<file path="config.mk">
export PLATFORM = sky130hd
export DESIGN_NAME = gregorian_date_arithmetic
export DESIGN_NICKNAME = d
export VERILOG_FILES = /design/src/design/gda_pkg.sv /design/src/design/gregorian_date_arithmetic.sv
export SDC_FILE = /design/constraint.sdc
export NUM_CORES = 1
export LEC_CHECK = 0
export ABC_AREA = 1
export BUFFER_PORTS_ARGS = -buffer_cell sky130_fd_sc_hd__buf_4
export CAP_MARGIN = 20
export CORE_UTILIZATION = 52
export CTS_CLUSTER_DIAMETER = 200
export DETAILED_ROUTE_END_ITERATION = 10
export GPL_TIMING_DRIVEN = 0
export PLACE_DENSITY = 0.76
export SLEW_MARGIN = 40
export SYNTH_ARGS = -nofsm -noshare
export SYNTH_HDL_FRONTEND = slang
export SYNTH_SLANG_ARGS = --single-unit
</file>
<file path="constraint.sdc">
create_clock -name clk -period 9.8 [get_ports clk]
set_input_delay 1.96 -clock clk [delete_from_list [all_inputs] [get_ports clk]]
set_output_delay 1.96 -clock clk [all_outputs]
set_load 0.05 [all_outputs]
</file>
<file path="src/design/gda_pkg.sv">
// Package with shared types, codes, constants and calendar tables for the date unit.
package gda_pkg;

  localparam int unsigned DEFAULT_MAX_YEAR = 9999;
  localparam int unsigned YEAR_FIELD_TOP   = 16383;
  localparam int          DIFF_SAT         = 4194303;

  localparam logic [1:0] OP_ADD   = 2'd0;
  localparam logic [1:0] OP_DIFF  = 2'd1;
  localparam logic [1:0] OP_CMP   = 2'd2;
  localparam logic [1:0] OP_CHECK = 2'd3;

  localparam logic [1:0] ORD_BEFORE = 2'd0;
  localparam logic [1:0] ORD_EQUAL  = 2'd1;
  localparam logic [1:0] ORD_AFTER  = 2'd2;

  typedef enum logic [3:0] {
    ST_IDLE,
    ST_DIV_A,
    ST_SER_A,
    ST_DIV_B,
    ST_SER_B,
    ST_EVAL,
    ST_DIV_ERA,
    ST_DIV_1460,
    ST_ADJ,
    ST_DIV_365,
    ST_SPLIT,
    ST_MONTH,
    ST_DONE
  } gda_state_t;

  function automatic logic [4:0] month_len(input logic [3:0] m, input logic leap);
    logic [4:0] len;
    unique case (m)
      4'd1, 4'd3, 4'd5, 4'd7, 4'd8, 4'd10, 4'd12: len = 5'd31;
      4'd4, 4'd6, 4'd9, 4'd11:                    len = 5'd30;
      4'd2:                                       len = leap ? 5'd29 : 5'd28;
      default:                                    len = 5'd0;
    endcase
    return len;
  endfunction

  // First day of each month counted from March 1st.
  function automatic logic [8:0] mp_start(input logic [3:0] mp);
    logic [8:0] s;
    unique case (mp)
      4'd0:    s = 9'd0;
      4'd1:    s = 9'd31;
      4'd2:    s = 9'd61;
      4'd3:    s = 9'd92;
      4'd4:    s = 9'd122;
      4'd5:    s = 9'd153;
      4'd6:    s = 9'd184;
      4'd7:    s = 9'd214;
      4'd8:    s = 9'd245;
      4'd9:    s = 9'd275;
      4'd10:   s = 9'd306;
      4'd11:   s = 9'd337;
      default: s = 9'd0;
    endcase
    return s;
  endfunction

  function automatic logic [8:0] month_start(input logic [3:0] m);
    logic [3:0] mp;
    mp = (m > 4'd2) ? 4'(m - 4'd3) : 4'(m + 4'd9);
    return mp_start(mp);
  endfunction

endpackage

</file>
<file path="src/design/gregorian_date_arithmetic.sv">
// Top level of the Gregorian date unit: add days, difference, compare and validate.
//
//   Channel   Ports                          Handshake
//   input     in_opcode .. in_day_offset     start high while busy low
//   result    out_res_year .. out_range_error out_valid high for one cycle
//
// A transaction is taken when start is high and busy is low. Every operation runs two
// 8-step divisions of the years by 100 on the shared restoring subtractor, forms each day
// serial (SER_A, SER_B), evaluates (EVAL) and then raises the result strobe (DONE). An add
// of a valid date that lands in range then splits the serial with three more divisions
// (6, 7 and 9 steps) and the ADJ, SPLIT and MONTH states before the strobe. busy stays
// high until the strobe cycle ends. Reset is synchronous and returns the sequencer to idle;
// results are presented for exactly one cycle and cannot be held off by the receiver.
module gregorian_date_arithmetic import gda_pkg::*; #(
  parameter int unsigned MAX_YEAR = DEFAULT_MAX_YEAR
) (
  input  logic               clk,
  input  logic               rst_n,
  input  logic               start,
  output logic               busy,
  input  logic [1:0]         in_opcode,
  input  logic [13:0]        in_year_a,
  input  logic [3:0]         in_month_a,
  input  logic [4:0]         in_day_a,
  input  logic [13:0]        in_year_b,
  input  logic [3:0]         in_month_b,
  input  logic [4:0]         in_day_b,
  input  logic signed [20:0] in_day_offset,
  output logic               out_valid,
  output logic [13:0]        out_res_year,
  output logic [3:0]         out_res_month,
  output logic [4:0]         out_res_day,
  output logic signed [22:0] out_day_difference,
  output logic [1:0]         out_order,
  output logic               out_leap_flag,
  output logic               out_input_invalid,
  output logic               out_range_error
);

  localparam int unsigned YearTop  = (MAX_YEAR < YEAR_FIELD_TOP) ? MAX_YEAR : YEAR_FIELD_TOP;
  localparam int unsigned TopEra   = YearTop / 400;
  localparam int unsigned TopYoe   = YearTop - TopEra * 400;
  localparam int unsigned TopDoe   = TopYoe * 365 + TopYoe / 4 - TopYoe / 100 + 305;
  localparam int unsigned SerialHi = TopEra * 146097 + TopDoe;

  localparam logic [13:0]        YearTopW = 14'(YearTop);
  localparam logic signed [24:0] SerLoS   = 25'sd306;
  localparam logic signed [24:0] SerHiS   = 25'(SerialHi);
  localparam logic signed [23:0] SatPos   = 24'(DIFF_SAT);
  localparam logic signed [23:0] SatNeg   = -24'(DIFF_SAT);

  localparam logic [23:0] DivCent  = 24'd100;
  localparam logic [23:0] DivEra   = 24'd146097;
  localparam logic [23:0] DivGroup = 24'd1460;
  localparam logic [23:0] DivDays  = 24'd365;

  localparam logic [3:0] CntCent  = 4'd7;
  localparam logic [3:0] CntEra   = 4'd5;
  localparam logic [3:0] CntGroup = 4'd6;
  localparam logic [3:0] CntDays  = 4'd8;

  gda_state_t state_r, state_nxt;

  logic [1:0]         op_r, op_nxt;
  logic [13:0]        ya_r, ya_nxt, yb_r, yb_nxt;
  logic [3:0]         ma_r, ma_nxt, mb_r, mb_nxt;
  logic [4:0]         da_r, da_nxt, db_r, db_nxt;
  logic signed [20:0] off_r, off_nxt;

  logic [23:0] rem_r, rem_nxt;
  logic [8:0]  quo_r, quo_nxt;
  logic [3:0]  cnt_r, cnt_nxt;

  logic [22:0] ser_a_r, ser_a_nxt, ser_b_r, ser_b_nxt;
  logic        valid_a_r, valid_a_nxt, valid_b_r, valid_b_nxt;
  logic        leap_a_r, leap_a_nxt;

  logic [5:0]  era_r, era_nxt;
  logic [17:0] doe_r, doe_nxt;
  logic [6:0]  grp_r, grp_nxt;
  logic [8:0]  yoe_r, yoe_nxt;
  logic [8:0]  doy_r, doy_nxt;

  logic [13:0]        res_year_r, res_year_nxt;
  logic [3:0]         res_month_r, res_month_nxt;
  logic [4:0]         res_day_r, res_day_nxt;
  logic signed [22:0] diff_r, diff_nxt;
  logic [1:0]         order_r, order_nxt;
  logic               leap_r, leap_nxt;
  logic               invalid_r, invalid_nxt;
  logic               rerr_r, rerr_nxt;

  // Shared restoring divider step.
  logic [23:0] div_d;
  logic [23:0] div_shift;
  logic [24:0] div_diff;
  logic        div_take;
  logic [23:0] fin_rem;
  logic [8:0]  fin_quo;

  always_comb begin
    unique case (state_r)
      ST_DIV_ERA:  div_d = DivEra;
      ST_DIV_1460: div_d = DivGroup;
      ST_DIV_365:  div_d = DivDays;
      default:     div_d = DivCent;
    endcase
    div_shift = div_d << cnt_r;
    div_diff  = {1'b0, rem_r} - {1'b0, div_shift};
    div_take  = ~div_diff[24];
    fin_rem   = div_take ? div_diff[23:0] : rem_r;
    fin_quo   = div_take ? (quo_r | (9'd1 << cnt_r)) : quo_r;
  end

  // Date to day serial, from the year split by 100.
  logic        sel_b;
  logic [13:0] ys;
  logic [3:0]  ms;
  logic [4:0]  ds;
  logic [6:0]  r7, rr;
  logic [7:0]  q8, qq;
  logic        leap_x, valid_x;
  logic [4:0]  mlen;
  logic [8:0]  doy_x;
  logic [22:0] ser_x;

  always_comb begin
    sel_b  = (state_r == ST_SER_B);
    ys     = sel_b ? yb_r : ya_r;
    ms     = sel_b ? mb_r : ma_r;
    ds     = sel_b ? db_r : da_r;
    r7     = rem_r[6:0];
    q8     = quo_r[7:0];
    leap_x = ((ys[1:0] == 2'b00) && (r7 != 7'd0)) || ((r7 == 7'd0) && (q8[1:0] == 2'b00));
    mlen   = month_len(ms, leap_x);
    valid_x = (ys != 14'd0) && (ys <= YearTopW) && (ms >= 4'd1) && (ms <= 4'd12) &&
              (ds != 5'd0) && (ds <= mlen);
    if (ms <= 4'd2) begin
      if (r7 != 7'd0) begin
        qq = q8;
        rr = 7'(r7 - 7'd1);
      end else begin
        qq = 8'(q8 - 8'd1);
        rr = 7'd99;
      end
    end else begin
      qq = q8;
      rr = r7;
    end
    doy_x = 9'(month_start(ms) + 9'(ds) - 9'd1);
    ser_x = 23'(23'(qq) * 23'd36524 + 23'(qq >> 2) + 23'(rr) * 23'd365 + 23'(rr >> 2) +
                23'(doy_x));
  end

  // Evaluation of range, difference and order.
  logic signed [24:0] s_sum;
  logic               in_range;
  logic signed [23:0] diff_full;
  logic signed [22:0] diff_sat;
  logic               sat_flag;
  logic [1:0]         order_x;
  logic               go_date;

  always_comb begin
    s_sum     = $signed({2'b00, ser_a_r}) + 25'(off_r);
    in_range  = (s_sum >= SerLoS) && (s_sum <= SerHiS);
    diff_full = $signed({1'b0, ser_a_r}) - $signed({1'b0, ser_b_r});
    if (diff_full > SatPos) begin
      diff_sat = 23'(SatPos);
      sat_flag = 1'b1;
    end else if (diff_full < SatNeg) begin
      diff_sat = 23'(SatNeg);
      sat_flag = 1'b1;
    end else begin
      diff_sat = 23'(diff_full);
      sat_flag = 1'b0;
    end
    if (ya_r != yb_r) begin
      order_x = (ya_r < yb_r) ? ORD_BEFORE : ORD_AFTER;
    end else if (ma_r != mb_r) begin
      order_x = (ma_r < mb_r) ? ORD_BEFORE : ORD_AFTER;
    end else if (da_r != db_r) begin
      order_x = (da_r < db_r) ? ORD_BEFORE : ORD_AFTER;
    end else begin
      order_x = ORD_EQUAL;
    end
    go_date = (op_r == OP_ADD) && valid_a_r && in_range;
  end

  // Serial to date, after the era and four-year splits.
  logic [2:0]  cent_x;
  logic        last_x;
  logic [17:0] t_x;
  logic [1:0]  yc_x;
  logic [17:0] base_x;
  logic [3:0]  mp_x;
  logic [3:0]  mm_x;

  always_comb begin
    cent_x = 3'(doe_r >= 18'd36524) + 3'(doe_r >= 18'd73048) + 3'(doe_r >= 18'd109572) +
             3'(doe_r >= 18'd146096);
    last_x = (doe_r == 18'd146096);
    t_x    = 18'(doe_r - 18'(grp_r) + 18'(cent_x) - 18'(last_x));
    yc_x   = 2'(yoe_r >= 9'd100) + 2'(yoe_r >= 9'd200) + 2'(yoe_r >= 9'd300);
    base_x = 18'(18'(yoe_r) * 18'd365 + 18'(yoe_r >> 2) - 18'(yc_x));
    mp_x   = 4'd0;
    for (int i = 1; i < 12; i++) begin
      if (doy_r >= mp_start(4'(i))) begin
        mp_x = 4'(i);
      end
    end
    mm_x = (mp_x < 4'd10) ? 4'(mp_x + 4'd3) : 4'(mp_x - 4'd9);
  end

  always_comb begin
    state_nxt = state_r;
    unique case (state_r)
      ST_IDLE:     if (start) state_nxt = ST_DIV_A;
      ST_DIV_A:    if (cnt_r == 4'd0) state_nxt = ST_SER_A;
      ST_SER_A:    state_nxt = ST_DIV_B;
      ST_DIV_B:    if (cnt_r == 4'd0) state_nxt = ST_SER_B;
      ST_SER_B:    state_nxt = ST_EVAL;
      ST_EVAL:     state_nxt = go_date ? ST_DIV_ERA : ST_DONE;
      ST_DIV_ERA:  if (cnt_r == 4'd0) state_nxt = ST_DIV_1460;
      ST_DIV_1460: if (cnt_r == 4'd0) state_nxt = ST_ADJ;
      ST_ADJ:      state_nxt = ST_DIV_365;
      ST_DIV_365:  if (cnt_r == 4'd0) state_nxt = ST_SPLIT;
      ST_SPLIT:    state_nxt = ST_MONTH;
      ST_MONTH:    state_nxt = ST_DONE;
      ST_DONE:     state_nxt = ST_IDLE;
      default:     state_nxt = ST_IDLE;
    endcase
  end

  always_comb begin
    busy      = (state_r != ST_IDLE);
    out_valid = (state_r == ST_DONE);
  end

  always_comb begin
    op_nxt  = op_r;
    ya_nxt  = ya_r;
    ma_nxt  = ma_r;
    da_nxt  = da_r;
    yb_nxt  = yb_r;
    mb_nxt  = mb_r;
    db_nxt  = db_r;
    off_nxt = off_r;
    rem_nxt = rem_r;
    quo_nxt = quo_r;
    cnt_nxt = cnt_r;
    ser_a_nxt   = ser_a_r;
    ser_b_nxt   = ser_b_r;
    valid_a_nxt = valid_a_r;
    valid_b_nxt = valid_b_r;
    leap_a_nxt  = leap_a_r;
    era_nxt = era_r;
    doe_nxt = doe_r;
    grp_nxt = grp_r;
    yoe_nxt = yoe_r;
    doy_nxt = doy_r;
    res_year_nxt  = res_year_r;
    res_month_nxt = res_month_r;
    res_day_nxt   = res_day_r;
    diff_nxt      = diff_r;
    order_nxt     = order_r;
    leap_nxt      = leap_r;
    invalid_nxt   = invalid_r;
    rerr_nxt      = rerr_r;
    unique case (state_r)
      ST_IDLE: begin
        if (start) begin
          op_nxt  = in_opcode;
          ya_nxt  = in_year_a;
          ma_nxt  = in_month_a;
          da_nxt  = in_day_a;
          yb_nxt  = in_year_b;
          mb_nxt  = in_month_b;
          db_nxt  = in_day_b;
          off_nxt = in_day_offset;
          rem_nxt = 24'(in_year_a);
          quo_nxt = 9'd0;
          cnt_nxt = CntCent;
        end
      end
      ST_DIV_A, ST_DIV_B, ST_DIV_365: begin
        rem_nxt = fin_rem;
        quo_nxt = fin_quo;
        cnt_nxt = 4'(cnt_r - 4'd1);
        if ((state_r == ST_DIV_365) && (cnt_r == 4'd0)) begin
          yoe_nxt = fin_quo;
        end
      end
      ST_SER_A: begin
        ser_a_nxt   = ser_x;
        valid_a_nxt = valid_x;
        leap_a_nxt  = leap_x;
        rem_nxt     = 24'(yb_r);
        quo_nxt     = 9'd0;
        cnt_nxt     = CntCent;
      end
      ST_SER_B: begin
        ser_b_nxt   = ser_x;
        valid_b_nxt = valid_x;
      end
      ST_EVAL: begin
        res_year_nxt  = ya_r;
        res_month_nxt = ma_r;
        res_day_nxt   = da_r;
        diff_nxt      = 23'sd0;
        order_nxt     = order_x;
        leap_nxt      = leap_a_r;
        invalid_nxt   = 1'b0;
        rerr_nxt      = 1'b0;
        unique case (op_r)
          OP_ADD: begin
            if (!valid_a_r) begin
              invalid_nxt = 1'b1;
            end else if (!in_range) begin
              rerr_nxt = 1'b1;
            end
          end
          OP_DIFF: begin
            if (!valid_a_r || !valid_b_r) begin
              invalid_nxt = 1'b1;
            end else begin
              diff_nxt = diff_sat;
              rerr_nxt = sat_flag;
            end
          end
          OP_CMP:   invalid_nxt = !valid_a_r || !valid_b_r;
          OP_CHECK: invalid_nxt = !valid_a_r;
          default:  invalid_nxt = 1'b0;
        endcase
        rem_nxt = 24'(s_sum);
        quo_nxt = 9'd0;
        cnt_nxt = CntEra;
      end
      ST_DIV_ERA: begin
        rem_nxt = fin_rem;
        quo_nxt = fin_quo;
        cnt_nxt = 4'(cnt_r - 4'd1);
        if (cnt_r == 4'd0) begin
          era_nxt = fin_quo[5:0];
          doe_nxt = fin_rem[17:0];
          quo_nxt = 9'd0;
          cnt_nxt = CntGroup;
        end
      end
      ST_DIV_1460: begin
        rem_nxt = fin_rem;
        quo_nxt = fin_quo;
        cnt_nxt = 4'(cnt_r - 4'd1);
        if (cnt_r == 4'd0) begin
          grp_nxt = fin_quo[6:0];
        end
      end
      ST_ADJ: begin
        rem_nxt = 24'(t_x);
        quo_nxt = 9'd0;
        cnt_nxt = CntDays;
      end
      ST_SPLIT: begin
        doy_nxt = 9'(doe_r - base_x);
      end
      ST_MONTH: begin
        res_month_nxt = mm_x;
        res_day_nxt   = 5'(doy_r - mp_start(mp_x) + 9'd1);
        res_year_nxt  = 14'(14'(yoe_r) + 14'(era_r) * 14'd400 + 14'(mm_x <= 4'd2));
      end
      default: begin
        op_nxt = op_r;
      end
    endcase
  end

  always_ff @(posedge clk) begin
    if (!rst_n) begin
      state_r <= ST_IDLE;
    end else begin
      state_r <= state_nxt;
    end
  end

  always_ff @(posedge clk) begin
    op_r        <= op_nxt;
    ya_r        <= ya_nxt;
    ma_r        <= ma_nxt;
    da_r        <= da_nxt;
    yb_r        <= yb_nxt;
    mb_r        <= mb_nxt;
    db_r        <= db_nxt;
    off_r       <= off_nxt;
    rem_r       <= rem_nxt;
    quo_r       <= quo_nxt;
    cnt_r       <= cnt_nxt;
    ser_a_r     <= ser_a_nxt;
    ser_b_r     <= ser_b_nxt;
    valid_a_r   <= valid_a_nxt;
    valid_b_r   <= valid_b_nxt;
    leap_a_r    <= leap_a_nxt;
    era_r       <= era_nxt;
    doe_r       <= doe_nxt;
    grp_r       <= grp_nxt;
    yoe_r       <= yoe_nxt;
    doy_r       <= doy_nxt;
    res_year_r  <= res_year_nxt;
    res_month_r <= res_month_nxt;
    res_day_r   <= res_day_nxt;
    diff_r      <= diff_nxt;
    order_r     <= order_nxt;
    leap_r      <= leap_nxt;
    invalid_r   <= invalid_nxt;
    rerr_r      <= rerr_nxt;
  end

  assign out_res_year       = res_year_r;
  assign out_res_month      = res_month_r;
  assign out_res_day        = res_day_r;
  assign out_day_difference = diff_r;
  assign out_order          = order_r;
  assign out_leap_flag      = leap_r;
  assign out_input_invalid  = invalid_r;
  assign out_range_error    = rerr_r;

endmodule
</file>
# Word level (Yosys, flattened, before mapping)
# Memories as Yosys holds them, arrays and structs flattened.
# Index checks and enable logic that the tools add are counted.
[word_totals]
out_inout_bits = 53
ram_bits = 0
n_memories = 2
in_bits = 72
register_bits = 259
mem_bits_ro = 288
latch_bits = 0
[memory_table]
columns = ["name", "words", "word_bits", "rd", "rd_ports_with_merged_regs", "write_ports", "line_no", "text"]
rows = [
  ["(name not given)", 16, 9, 1, 0, 0, "gda_pkg.sv:47", "unique case (mp)"],
  ["(name not given)", 16, 9, 1, 0, 0, "gda_pkg.sv:47", ""],
]
[op_classes]
reduce_logical = 46
n_lt_le_gt_ge = 33
div_mod_pow = 0
n_mul = 4
eq_ne = 38
bitwise_logic = 2
addsub = 31
n_shift = 2
n_mux = 62
[op_table]
columns = ["operator", "count"]
rows = [
  ["$pmux W24 S5", 1],
  ["$mux W4", 22],
  ["$pmux W18 S3", 1],
  ["$mux W24", 2],
  ["$pmux W4 S12", 1],
  ["$ge A9 B8 Y1 const B", 5],
  ["$eq A4 B4 Y1 const B", 10],
  ["$ge A18 B17 Y1 const B", 2],
  ["$ge A9 B9 Y1 const B", 4],
  ["$pmux W9 S4", 1],
  ["$eq A4 B3 Y1 const B", 8],
  ["$pmux W14 S2", 1],
  ["$ge A9 B7 Y1 const B", 3],
  ["$mux W9", 3],
  ["$add A24 B21 Y25", 1],
  ["$ge A25 B10 Y1 const B", 1],
  ["$le A25 B23 Y1 const B", 1],
  ["$sub A24 B24 Y25", 1],
  ["$gt A24 B23 Y1 const B", 1],
  ["$lt A24 B23 Y1 const B", 1],
  ["$pmux W4 S6", 1],
  ["$shl A24 B4 Y24", 1],
  ["$sub A23 B23 Y24", 1],
  ["$add A23 B16 Y23", 1],
  ["other kinds (89)", 144],
]

# Longest topological paths before layout
[logic_depth]
depth_word = 17
mapped_depth = 52

# Least setup slack after synthesis
# No wires, ideal clock.
[synth_timing]
path_type = "register -> register"
start = "reg state_r[1]"
end = "reg ser_a_r[22], data pin"
slack_ns = 0.919
arrival_time_ns = 8.624
path_stages_with_launch = 50
period_less_slack_ns = 8.881
n_path_buf = 1
required_time_ns = 9.542
path_cell_list = "dfxtp_1 -> buf_2 -> nor2_1 -> inv_2 -> nor2_8 -> inv_4 -> o21ai_4 -> nand2_4 -> nor2_8 -> nand2_4 -> inv_1 -> nand2_1 -> nor2_1 -> nand2_1 -> nor2_1 -> nand2_1 -> xor2_1 -> inv_1 -> [14 not listed] -> ha_1 -> inv_1 -> fa_1 -> inv_1 -> fa_1 -> ha_1 -> ha_1 -> nand2_1 -> o21ai_0 -> a21oi_1 -> o21ai_0 -> a21boi_0 -> o21ai_0 -> nand3_1 -> nor2_1 -> nand2_1 -> nand2_1 -> nand2_1"
[synth_between]
elab_chain_cells = 9
elab_cells_between_ends = 19
[synth_lines]
columns = ["element", "line_no", "text"]
rows = [
  ["start, declared", "gregorian_date_arithmetic.sv:62", "gda_state_t state_r, state_nxt;"],
  ["start signal, assigned", "gregorian_date_arithmetic.sv:381", "state_r <= state_nxt;"],
  ["$eq A4 B3 Y1 *", "gregorian_date_arithmetic.sv:128", "sel_b = (state_r == ST_SER_B);"],
  ["$mux W4", "gregorian_date_arithmetic.sv:130", "ms = sel_b ? mb_r : ma_r;"],
  ["$le A4 B2 Y1", "gregorian_date_arithmetic.sv:138", "if (ms <= 4'd2) begin"],
  ["$mux W8", "gregorian_date_arithmetic.sv:138", ""],
  ["$mul A8 B14 Y21", "gregorian_date_arithmetic.sv:151", "ser_x = 23'(23'(qq) * 23'd36524 + 23'(qq >> 2) + 23'(rr) * 23'd365 + 23'(rr >> 2) +"],
  ["$add A23 B6 Y23", "gregorian_date_arithmetic.sv:151", ""],
  ["$add A23 B16 Y23", "gregorian_date_arithmetic.sv:151", ""],
  ["$add A23 B5 Y23", "gregorian_date_arithmetic.sv:151", ""],
  ["$add A23 B9 Y23 *", "gregorian_date_arithmetic.sv:151", ""],
  ["net ser_x[22]", "gregorian_date_arithmetic.sv:125", "logic [22:0] ser_x;"],
  ["end signal, assigned", "gregorian_date_arithmetic.sv:397", "ser_a_r <= ser_a_nxt;"],
  ["end, declared", "gregorian_date_arithmetic.sv:74", "logic [22:0] ser_a_r, ser_a_nxt, ser_b_r, ser_b_nxt;"],
]
# Mark *: on every way through the listed nets, which the timed path passes. The rest lies on a longest branch.
# A chain may end at the register's enable or synchronous reset.

# Final worst setup path
[layout_timing]
start = "reg state_r[2]"
end = "reg ser_a_r[22], data pin"
# The elaborated chain is that of the path after synthesis.

==> reports/qor.txt <==
Max Cap Viol: 0
F_max: 108 MHz
Hold Startpoint: leap_a_r$_DFFE_PP_
Final slew viol count: 0
Multi-input logic area: 0.0153 mm²
Initial antenna violation count: 1
Setup CP Type: register to register
Port buffer count: 124
Clock Skews: 0.0122 ns
GRT Total Usage: 27.0%
RR Startpoint: state_r[2]$_SDFFE_PN0P_
Nets: 3732
Chip width: 222 µm
Layout area overhead: 12.9%
Pin count of the biggest net entering global routing: 38
Worst Path Arrival: 9.57 ns
Post-DR wirelength/cell: 17.6 µm
Setup violations, final: 0
Pre-antenna DRT Iters: 6
DRC errors left: 0
First-pass GRT wire length: 106 mm
Final hold vios: 0
First DRT Iteration DRCs: 1924
CP most frequent cell: fa_1
Status: finished clean
Max stage delay cell, worst path: fa_1
Nature of the critical path endpoint: register
# fillers: 4131
Number of H-tree levels: 1
Detailed Place HPWL: 54.8 mm
CTS tree: done
Crit share post-route: 94.5%
Sink Count: 259
DP Cell Count: 3762
Syn Area/Cell: 8.32 µm²
Total gr overflow: 0
Final hold slack: 0.439 ns
IO Pins: 125
Predominant post-synthesis flop cell: edfxtp_1
DR vias: 21300
Ratio of cells with drive above 1 in the final layout: 8.58%
Placer Congestion: 0.975
Root Driver: clkbuf_16
Min Tclk post-route: 9.26 ns
Placeable Area: 0.0476 mm²
Post-synth net total: 3555
Slew HR: 42.1%
WP data required: 10.11 ns
Critical Path Start Type: register
DR vias/cell: 5.56
Yosys reg bits: 259
Maximum clock path buffer count: 3
YS warnings: 0
Final Routed Wirelength: 67.6 mm
Netlist Area Pre-Place: 0.0251 mm²
EDFF count, synth: 255
Initial core utilization: 52.7%
Hold crit path type: register to register
Finished Layout Cells: 3833
CTS Buf Count: 31
Crit path launch: state_r[2]$_SDFFE_PN0P_
Ys async rst share: 0%
Distinct cells, synth: 58
Die Area: 0.0491 mm²
Sequential area share after synthesis: 30.8%
Clock slew at reported path FFs: 0.07 ns
Die H: 222 µm
Worst-Skew Late Latency: 0.59 ns
Worst-path fanout max: 7
Sequential cell area: 0.00774 mm²
Cell Rows: 80
Synth Instances: 3014
Slew @ Worst Pin: 0.865 ns
Number of global-route vias before repair: 20400
CP peak stage delay: 0.57 ns
Final ANT Viol Nets: 0
## Yosys cell counts (36+ instances only)
library cell	instances	area, µm²
nand3_1	112	561
nand4_1	36	225
edfxtp_1	255	7660
nand2_1	608	2280
a21oi_1	193	966
ha_1	364	4550
xor2_1	78	683
xnor2_1	42	368
o21ai_0	167	836
inv_1	546	2050
fa_1	105	2100
nor2_1	221	830
## layout make-up
class / instances / area share, %
Timing Repair Buffer: 143 / 4.17
Multi-Input combinational cell: 2172 / 54.1
Clock inverter: 27 / 1.16
Inverter: 555 / 7.36
Sequential cell: 259 / 27.3
Clock buffer: 31 / 2.74
Tap cell: 615 / 2.72
Buffer: 29 / 0.415
Antenna cell: 2 / 0.0177
## metal layers
metal	track usage (%)	part of all wire (%)
met1	35.9	42
met2	45.3	47
met3	4.00	7.5
met4	8.74	3.5
met5	0	0
## critical path: cells and delay by family, from the launching register on
| kind | cells | cell delay [ns] |
|---|---|---|
| adders and majority gates | 10 | 4.41 |
| AOI/OAI and AO/OA | 7 | 1.15 |
| buffers and inverters | 9 | 0.84 |
| xor gates and xnor gates | 2 | 0.42 |
| DFF | 1 | 0.35 |
| and+or+nand+nor | 15 | 1.79 |
## stage by stage
step                util (%)  setup TNS (ns)  setup slack (ns)  cell area [µm²]
floorplan                  -               0             0.919            25100
global placement        56.2           -2.26            -0.421            26800
detailed placement      56.7           -3.07            -0.528            27000
CTS                     59.1               0           0.00356            28100
global route            59.5         -0.0964           -0.0371            28300
finish                  59.5               0             0.539            28300
## registers in the layout, summed over array words and instances (netlist names), 14 cells and up
signal,cells
ser_a_r,23
ya_r,14
yb_r,14
off_r,21
ser_b_r,23
out_res_year,14
rem_r,24
out_day_difference,23
doe_r,18
## timing repair
| item | 4_1_cts | 5_1_grt |
|---|---|---|
| hold buffers | 0 | 0 |
| cloned | 0 | 1 |
| resized for setup | 4 | 25 |
| pin swaps | 0 | 5 |
| setup buffers | 1 | 9 |
| setup endpoints to repair | 10 | 16 |
## worst paths after layout
check                            endpoint  slack [ns]  cells past startpoint
hold / removal    out_leap_flag$_DFFE_PP_        0.44                      0
hold reg to reg   out_leap_flag$_DFFE_PP_        0.44                      0
setup / recovery    ser_a_r[22]$_DFFE_PP_        0.54                     43
setup reg to reg    ser_a_r[22]$_DFFE_PP_        0.54                     43
## cells by family after synthesis
logic type,count (synthesis),synth area share [%]
adder cells (fa/ha/maj),469,26.5
flip-flops,259,30.8
XOR/XNOR,120,4.19
AO/OA/AOI/OAI,507,11.5
AND/OR/NAND/NOR,1075,18.1
buffers and inverters,584,8.76
## cell usage in the layout (no fill, tap or decap), drive strengths merged, types with 8 or more instances in the layout
master  netlist  routed
clkbuf       23      54
or2          21      21
nand3b       14      14
o21ai       179     179
ha          364     364
nor2        225     226
edfxtp      255     255
nor4         16      16
a21o          8       8
a21oi       193     193
a21boi        9       9
a31oi        30      30
inv         551     562
xnor2        42      42
xor2         78      78
nand2       612     612
clkinv        4      11
nand4        36      36
nand3       113     113
o31ai        10      10
o21bai       14      14
nor3         32      32
buf           6     149
o22ai        16      16
fa          105     105
Power is left out: the tool's default activity adds up to more than one toggle a clock period on the data nets, which glitch-free logic cannot reach.
